`config.mk`:
```
export PLATFORM = sky130hd
export DESIGN_NAME = tag_tap_gesture_classifier_top
export DESIGN_NICKNAME = d
export VERILOG_FILES = /design/src/rtl/ttgc_pkg.sv /design/src/rtl/ttgc_regs.sv /design/src/rtl/ttgc_core.sv /design/src/rtl/tag_tap_gesture_classifier_top.sv
export SDC_FILE = /design/constraint.sdc
export NUM_CORES = 1
export LEC_CHECK = 0
export BUFFER_PORTS_ARGS = -buffer_cell sky130_fd_sc_hd__clkbuf_2
export CAP_MARGIN = 20
export CORE_MARGIN = 2
export CORE_UTILIZATION = 45
export CTS_CLUSTER_SIZE = 14
export DETAILED_ROUTE_END_ITERATION = 8
export PLACE_DENSITY = 0.7
export SYNTH_ARGS = -nofsm -noshare
export SYNTH_HDL_FRONTEND = slang
export SYNTH_SLANG_ARGS = --single-unit
```
`constraint.sdc`:
```
create_clock -name clk -period 7.85 [get_ports clk]
set_input_delay 0.785 -clock clk [delete_from_list [all_inputs] [get_ports clk]]
set_output_delay 0.785 -clock clk [all_outputs]
set_load 0.02 [all_outputs]
```
`src/rtl/ttgc_pkg.sv`:
```
package ttgc_pkg;

    localparam int UID_W        = 56;
    localparam int UID_LEN_W    = 3;
    localparam int TIME_W       = 32;
    localparam int MS_W         = 16;
    localparam int UID_BYTES_DEF = 7;
    localparam int UID_SLOTS    = UID_W / 8;

    localparam int CFG_ADDR_W   = 4;
    localparam int CFG_DATA_W   = 32;

    localparam logic [MS_W-1:0] TAP_WINDOW_RST = 16'd500;
    localparam logic [MS_W-1:0] HOLD_THR_RST   = 16'd3000;
    localparam logic [MS_W-1:0] SAMPLE_GAP_RST = 16'd100;

    localparam logic [7:0] TALLY_MAX = 8'd255;

    typedef enum logic [1:0]
    {
        REG_ENABLE     = 2'd0,
        REG_TAP_WINDOW = 2'd1,
        REG_HOLD_THR   = 2'd2,
        REG_SAMPLE_GAP = 2'd3
    } reg_idx_t;

    typedef enum logic [2:0]
    {
        GEST_NONE   = 3'd0,
        GEST_SINGLE = 3'd1,
        GEST_DOUBLE = 3'd2,
        GEST_TRIPLE = 3'd3,
        GEST_LONG   = 3'd4
    } gesture_t;

    typedef struct packed
    {
        logic            enable;
        logic [MS_W-1:0] tap_window_ms;
        logic [MS_W-1:0] hold_threshold_ms;
        logic [MS_W-1:0] sample_gap_ms;
    } cfg_t;

    typedef struct packed
    {
        logic                 func;
        logic [TIME_W-1:0]    now_ms;
        logic                 tag_seen;
        logic [UID_W-1:0]     tag_uid;
        logic [UID_LEN_W-1:0] tag_uid_len;
    } item_t;

    typedef struct packed
    {
        logic [UID_LEN_W-1:0] held_uid_len;
        logic [UID_W-1:0]     held_uid;
        logic                 sample_accepted;
        logic                 present_now;
        gesture_t             gesture;
    } result_t;

endpackage

```
`src/rtl/ttgc_regs.sv`:
```
module ttgc_regs
(
    input  logic                             clk,
    input  logic                             rst_n,
    input  logic                             psel,
    input  logic                             penable,
    input  logic                             pwrite,
    input  logic [ttgc_pkg::CFG_ADDR_W-1:0]  paddr,
    input  logic [ttgc_pkg::CFG_DATA_W-1:0]  pwdata,
    output logic [ttgc_pkg::CFG_DATA_W-1:0]  prdata,
    output logic                             pready,
    output ttgc_pkg::cfg_t                   cfg
);
    import ttgc_pkg::*;

    cfg_t     cfg_reg;
    reg_idx_t idx;
    logic     wr_en;

    assign pready = 1'b1;
    assign idx    = reg_idx_t'(paddr[3:2]);
    assign wr_en  = psel && penable && pwrite && pready;
    assign cfg    = cfg_reg;

    always_ff @(posedge clk or negedge rst_n)
    begin
        if (!rst_n)
        begin
            cfg_reg.enable            <= 1'b0;
            cfg_reg.tap_window_ms     <= TAP_WINDOW_RST;
            cfg_reg.hold_threshold_ms <= HOLD_THR_RST;
            cfg_reg.sample_gap_ms     <= SAMPLE_GAP_RST;
        end
        else if (wr_en)
        begin
            unique case (idx)
                REG_ENABLE:     cfg_reg.enable            <= pwdata[0];
                REG_TAP_WINDOW: cfg_reg.tap_window_ms     <= pwdata[MS_W-1:0];
                REG_HOLD_THR:   cfg_reg.hold_threshold_ms <= pwdata[MS_W-1:0];
                REG_SAMPLE_GAP: cfg_reg.sample_gap_ms     <= pwdata[MS_W-1:0];
                default:        cfg_reg <= cfg_reg;
            endcase
        end
    end

    always_comb
    begin
        prdata = '0;
        unique case (idx)
            REG_ENABLE:     prdata[0]        = cfg_reg.enable;
            REG_TAP_WINDOW: prdata[MS_W-1:0] = cfg_reg.tap_window_ms;
            REG_HOLD_THR:   prdata[MS_W-1:0] = cfg_reg.hold_threshold_ms;
            REG_SAMPLE_GAP: prdata[MS_W-1:0] = cfg_reg.sample_gap_ms;
            default:        prdata = '0;
        endcase
    end

endmodule

```
`src/rtl/ttgc_core.sv`:
```
module ttgc_core
#(
    parameter int UID_BYTES = ttgc_pkg::UID_BYTES_DEF
)
(
    input  logic              clk,
    input  logic              rst_n,
    input  logic              step,
    input  ttgc_pkg::cfg_t    cfg,
    input  ttgc_pkg::item_t   item,
    output ttgc_pkg::result_t result
);
    import ttgc_pkg::*;

    localparam int LEN_CAP = (UID_BYTES < UID_SLOTS) ? UID_BYTES : UID_SLOTS;
    localparam logic [UID_LEN_W-1:0] LEN_CAP_V = UID_LEN_W'(LEN_CAP);

    gesture_t             pend_reg, pend_next;
    logic [7:0]           tally_reg, tally_next;
    logic [TIME_W-1:0]    first_reg, first_next;
    logic [TIME_W-1:0]    hold_reg, hold_next;
    logic                 present_reg, present_next;
    logic [TIME_W-1:0]    last_reg, last_next;
    logic [UID_W-1:0]     uid_reg, uid_next;
    logic [UID_LEN_W-1:0] len_reg, len_next;

    always_comb
    begin
        logic [UID_LEN_W-1:0] n;
        logic                 acc;
        logic [7:0]           tally_inc;
        gesture_t             g;
        pend_next    = pend_reg;
        tally_next   = tally_reg;
        first_next   = first_reg;
        hold_next    = hold_reg;
        present_next = present_reg;
        last_next    = last_reg;
        uid_next     = uid_reg;
        len_next     = len_reg;
        acc          = 1'b0;
        g            = pend_reg;
        n            = (item.tag_uid_len > LEN_CAP_V) ? LEN_CAP_V : item.tag_uid_len;
        tally_inc    = (tally_reg < TALLY_MAX) ? tally_reg + 8'd1 : tally_reg;

        if (item.func)
        begin
            pend_next = GEST_NONE;
        end
        else if (cfg.enable &&
                 ((item.now_ms - last_reg) >= {{(TIME_W-MS_W){1'b0}}, cfg.sample_gap_ms}))
        begin
            acc          = 1'b1;
            last_next    = item.now_ms;
            present_next = item.tag_seen;
            if (item.tag_seen)
            begin
                for (int i = 0; i < UID_SLOTS; i++)
                begin
                    if (UID_LEN_W'(i) < n)
                        uid_next[8*i +: 8] = item.tag_uid[8*i +: 8];
                end
                len_next = n;
                if (!present_reg)
                begin
                    hold_next  = item.now_ms;
                    tally_next = tally_inc;
                    if (tally_inc == 8'd1)
                        first_next = item.now_ms;
                end
                if (((item.now_ms - hold_next) >= {{(TIME_W-MS_W){1'b0}},
                      cfg.hold_threshold_ms}) && (pend_reg != GEST_LONG))
                begin
                    pend_next  = GEST_LONG;
                    tally_next = 8'd0;
                end
            end
            else if ((tally_reg != 8'd0) &&
                     ((item.now_ms - first_reg) > {{(TIME_W-MS_W){1'b0}}, cfg.tap_window_ms}))
            begin
                if (pend_reg != GEST_LONG)
                begin
                    priority if (tally_reg == 8'd1)
                        pend_next = GEST_SINGLE;
                    else if (tally_reg == 8'd2)
                        pend_next = GEST_DOUBLE;
                    else
                        pend_next = GEST_TRIPLE;
                end
                tally_next = 8'd0;
            end
            g = pend_next;
        end

        result.gesture         = g;
        result.present_now     = present_next;
        result.sample_accepted = acc;
        result.held_uid        = uid_next;
        result.held_uid_len    = len_next;
    end

    always_ff @(posedge clk or negedge rst_n)
    begin
        if (!rst_n)
        begin
            pend_reg    <= GEST_NONE;
            tally_reg   <= '0;
            first_reg   <= '0;
            hold_reg    <= '0;
            present_reg <= 1'b0;
            last_reg    <= '0;
            uid_reg     <= '0;
            len_reg     <= '0;
        end
        else if (step)
        begin
            pend_reg    <= pend_next;
            tally_reg   <= tally_next;
            first_reg   <= first_next;
            hold_reg    <= hold_next;
            present_reg <= present_next;
            last_reg    <= last_next;
            uid_reg     <= uid_next;
            len_reg     <= len_next;
        end
    end

endmodule

```
`src/rtl/tag_tap_gesture_classifier_top.sv`:
```
// Tap / long-hold gesture classifier for tag presence samples.
// Input stream (s_*): one request per sample or consume. s_tuser is the
// function (0 presence sample, 1 consume pending gesture); s_tdata carries
// timestamp, seen flag, UID and UID length.
// Output stream (m_*): exactly one result per request, in order, with the
// gesture, presence, sample-accepted flag and latched UID.
// APB port: enable, tap window, hold threshold and sample gap registers at
// byte offsets 0x0, 0x4, 0x8, 0xC; write only while the stream is idle.
// The result passes through the input register, then the result register,
// before m_tvalid rises. Throughput: one request per cycle while m_tready
// is high; the state update is a single pass of compares and subtractions
// from the input register.
// Reset: gesture state, timers and UID store clear; registers take defaults.
// Stall: while a result waits with m_tready low, the result register holds,
// the input register fills, and s_tready drops until the result is taken.
module tag_tap_gesture_classifier_top
#(
    parameter int UID_BYTES = ttgc_pkg::UID_BYTES_DEF
)
(
    input  logic                             clk,
    input  logic                             rst_n,
    input  logic                             s_tvalid,
    output logic                             s_tready,
    // now_ms[31:0], tag_seen[32], tag_uid[88:33], tag_uid_len[91:89], zero pad
    input  logic [95:0]                      s_tdata,
    // func
    input  logic                             s_tuser,
    output logic                             m_tvalid,
    input  logic                             m_tready,
    // gesture[2:0], present_now[3], sample_accepted[4], held_uid[60:5],
    // held_uid_len[63:61]
    output logic [63:0]                      m_tdata,
    input  logic                             psel,
    input  logic                             penable,
    input  logic                             pwrite,
    input  logic [ttgc_pkg::CFG_ADDR_W-1:0]  paddr,
    input  logic [ttgc_pkg::CFG_DATA_W-1:0]  pwdata,
    output logic [ttgc_pkg::CFG_DATA_W-1:0]  prdata,
    output logic                             pready
);
    import ttgc_pkg::*;

    cfg_t    cfg;
    item_t   in_reg;
    logic    in_vld_reg;
    result_t res;
    result_t out_reg;
    logic    out_vld_reg;
    logic    adv;

    assign adv      = in_vld_reg && (!out_vld_reg || m_tready);
    assign s_tready = !in_vld_reg || adv;
    assign m_tvalid = out_vld_reg;
    assign m_tdata  = out_reg;

    ttgc_regs u_regs
    (
        .clk     (clk),
        .rst_n   (rst_n),
        .psel    (psel),
        .penable (penable),
        .pwrite  (pwrite),
        .paddr   (paddr),
        .pwdata  (pwdata),
        .prdata  (prdata),
        .pready  (pready),
        .cfg     (cfg)
    );

    ttgc_core #(.UID_BYTES(UID_BYTES)) u_core
    (
        .clk    (clk),
        .rst_n  (rst_n),
        .step   (adv),
        .cfg    (cfg),
        .item   (in_reg),
        .result (res)
    );

    always_ff @(posedge clk or negedge rst_n)
    begin
        if (!rst_n)
        begin
            in_vld_reg  <= 1'b0;
            out_vld_reg <= 1'b0;
        end
        else
        begin
            if (s_tready)
                in_vld_reg <= s_tvalid;
            if (adv)
                out_vld_reg <= 1'b1;
            else if (m_tready)
                out_vld_reg <= 1'b0;
        end
    end

    always_ff @(posedge clk)
    begin
        if (s_tready && s_tvalid)
        begin
            in_reg.func        <= s_tuser;
            in_reg.now_ms      <= s_tdata[31:0];
            in_reg.tag_seen    <= s_tdata[32];
            in_reg.tag_uid     <= s_tdata[88:33];
            in_reg.tag_uid_len <= s_tdata[91:89];
        end
        if (adv)
            out_reg <= res;
    end

endmodule
```
==> impl_metrics.env <==
export IMPL_synth_cells=2125
export IMPL_highest_count_cells_in_the_layout_ignoring_fill_and_taps="dfrtp_1, clkbuf_2, nand2_1"
export IMPL_dp_final_hpwl_um=43600
export IMPL_hold_class="input port to asynchronous set/reset pin"
export IMPL_largest_register_ff_count=93
export IMPL_post_drt_wl_per_cell_um=19.3
export IMPL_post_route_fraction_of_the_period_consumed_by_the_critical_path_pct=86.1
export IMPL_h_tree_depth=2
export IMPL_cp_end_kind="flop"
export IMPL_clock_sinks=375
export IMPL_layout_commonest_cell="dfrtp_1"
export IMPL_grt_first_pass_wirelength_um=90400
export IMPL_tritoncts_num_buffers=43
export IMPL_drive_above_1_share_pct=21.9
export IMPL_insertion_delay_ns=0.58
export IMPL_p_leak_uw=0.0109
export IMPL_antenna_found_initial=0
export IMPL_asyncSetResetFlopFracSynth_pct=58.1
export IMPL_finalPower_uw=9150
export IMPL_fin_setup_tns_ns=0
export IMPL_yosys_most_used_dff="dfrtp_1"
export IMPL_cts_setup_buffers=0
export IMPL_synth_cell_type_count=101
export IMPL_finalHoldViolations=0
export IMPL_initial_core_utilization_pct=45.5
export IMPL_unrepaired_setup_endpoints_after_global_routing="false"
export IMPL_power_density_nw_per_um2=364
export IMPL_max_vdd_ir_drop_mv=0.234
export IMPL_report_final_setup_viol=0
export IMPL_final_fill_count=4424
export IMPL_avgViaCountPerCell=5.63
export IMPL_clock_pin_slew_worst_setup_and_hold_paths_ns=0.06
export IMPL_clk_path_buf_depth=3
export IMPL_cts_resizes=0
export IMPL_globalplace_congestion=0.953
export IMPL_crit_path_start_kind="flop"
export IMPL_finalCriticalPeriod_ns=6.76
export IMPL_cp_arrival_ns=7.17
export IMPL_multi_input_comb_area_um2=11000
export IMPL_ctsRootBufferMaster="clkbuf_16"
export IMPL_layout_nets=2585
export IMPL_syn_to_final_growth_pct=13.3
export IMPL_synth_warnings=0
export IMPL_drc=0
export IMPL_drtPass1Iterations=8
export IMPL_critical_path_required_ns=8.26
export IMPL_timing_worst_slew_pin_value_ns=0.912
export IMPL_syn_area_per_cell_um2=10.5
export IMPL_global_route_overflow_total=0
export IMPL_clock_fmax_ghz=0.148
export IMPL_die_height_um=226
export IMPL_hold_buffers=0
export IMPL_path_class="flop to flop"
export IMPL_core_um2=48800
export IMPL_synth_seq_cells=375
export IMPL_fin_skew_ns=0.0286
export IMPL_hold_slack_final_ns=0.243
export IMPL_io_pins=239
export IMPL_drv_max_cap_violation_count=0
export IMPL_synth_seq_area_share_pct=45.9
export IMPL_finalNonFillerCells=2994
export IMPL_status="completed"
export IMPL_die_width_um=226
export IMPL_report_final_slew_viol_count=0
export IMPL_ant_nets=0
export IMPL_wirelength_um=57800
export IMPL_critPathMaxFanout=30
export IMPL_total_number_of_placement_rows=81
export IMPL_synth_area_um2=22200
export IMPL_detailroute_via_count=16900
export IMPL_port_buffers=199
export IMPL_grt_util_all_layers_pct=22.6
export IMPL_number_of_enable_type_register_cells_in_the_synthesized_netlist=157
export IMPL_register_area_um2=10200
export IMPL_insertedDiodeCount=0
export IMPL_slew_headroom_pct=38.6
export IMPL_dp_cells=2912
export IMPL_cts_tree="yes"
export IMPL_vias_in_the_first_global_route=16300
export IMPL_dieArea_um2=51200
export IMPL_detailedRoute_firstIterationViolations=1391
export IMPL_grt_max_degree=88
kinds of logic after synthesis:
| logic type | share of synthesized area, % |
|---|---|
| flops | 45.9 |
| mux | 10.8 |
| simple gates | 11.8 |
| fa+ha+maj | 8.55 |
| buf+inv | 5.02 |
| compound gates | 15.8 |
| xor+xnor | 2.21 |
| other cells | 0.0338 |
report_power, final:
group | internal (µW) | switching, µW
clock network | 1180 | 836
registers | 2590 | 259
logic | 1750 | 2540
total | 5520 | 3640
worst paths after layout:
path,start,endpoint,slack [ns],depth (start not counted)
max,u_core.present_reg$_DFFE_PN0P_,m_tdata[1]$_DFFE_PP_,1.09,19
min,rst_n,u_core.uid_reg[39]$_DFFE_PN0P_,0.24,1
max reg2reg,u_core.present_reg$_DFFE_PN0P_,m_tdata[1]$_DFFE_PP_,1.09,19
min reg2reg,in_reg[35]$_DFFE_PP_,u_core.uid_reg[32]$_DFFE_PN0P_,0.50,1
max in group asynchronous,rst_n,u_regs.cfg[24]$_DFFE_PN1P_,6.35,3
min in group clk,s_tdata[69],in_reg[39]$_DFFE_PP_,0.37,1
synth_stat cells (32+ instances only):
cell | n | share of area [%]
mux2_2 | 162 | 8.2
clkbuf_1 | 45 | 0.76
a21oi_1 | 141 | 3.2
nand4_1 | 41 | 1.2
nand2_1 | 187 | 3.2
o21ai_0 | 149 | 3.4
a21o_1 | 32 | 1.1
mux2i_1 | 43 | 1.9
edfxtp_1 | 157 | 21
dfrtp_1 | 202 | 23
inv_1 | 154 | 2.6
nor2_1 | 115 | 1.9
nand3_1 | 35 | 0.79
ha_1 | 147 | 8.3
worst max-delay path: stages, from the launching register on:
cell and delay [ns]:
dfrtp_2 0.58, buf_4 0.48, mux2i_1 0.18, ha_1 0.41, a21oi_1 0.13, o21ai_0 0.59, nor2_1 0.15, xnor2_1 0.26
ha_1 0.29, and4_1 0.20, and3_1 0.20, a221o_1 0.29, a211oi_1 0.35, o221ai_1 0.25, a211oi_2 0.33, or4b_1 0.47
or4b_4 0.51, o31ai_4 0.56, nor3_1 0.16, o22ai_1 0.19
layout make-up:
class	count	area share (%)
clock buffer	60	4.93
clock inverter	20	0.820
inverter	154	2.30
multi-input combinational	1508	43.7
sequential	375	40.5
tap	664	3.30
timing repair buffer	213	4.51
per-stage QoR:
stage | util (%) | worst slack (ns) | instance area (µm²)
floorplan | - | 1.95 | 22300
global placement | 48.5 | 1.29 | 23700
detailed placement | 48.5 | 1.26 | 23700
CTS | 51.5 | 1.20 | 25100
global route | 51.5 | 0.801 | 25200
finish | 51.5 | 1.09 | 25200
routing by layer:
layer | share of wire (%) | routed length (µm) | global-route usage (%) | up-vias
met5 | 0 | 0 | 0 | -
met4 | 3.6 | 2080 | 8.70 | 0
met3 | 4.9 | 2840 | 3.15 | 98
met2 | 46 | 26700 | 35.8 | 435
met1 | 45 | 26200 | 31.4 | 8222
li1 | - | - | - | 8104
No activity file was read; power rests on OpenSTA's default activity.
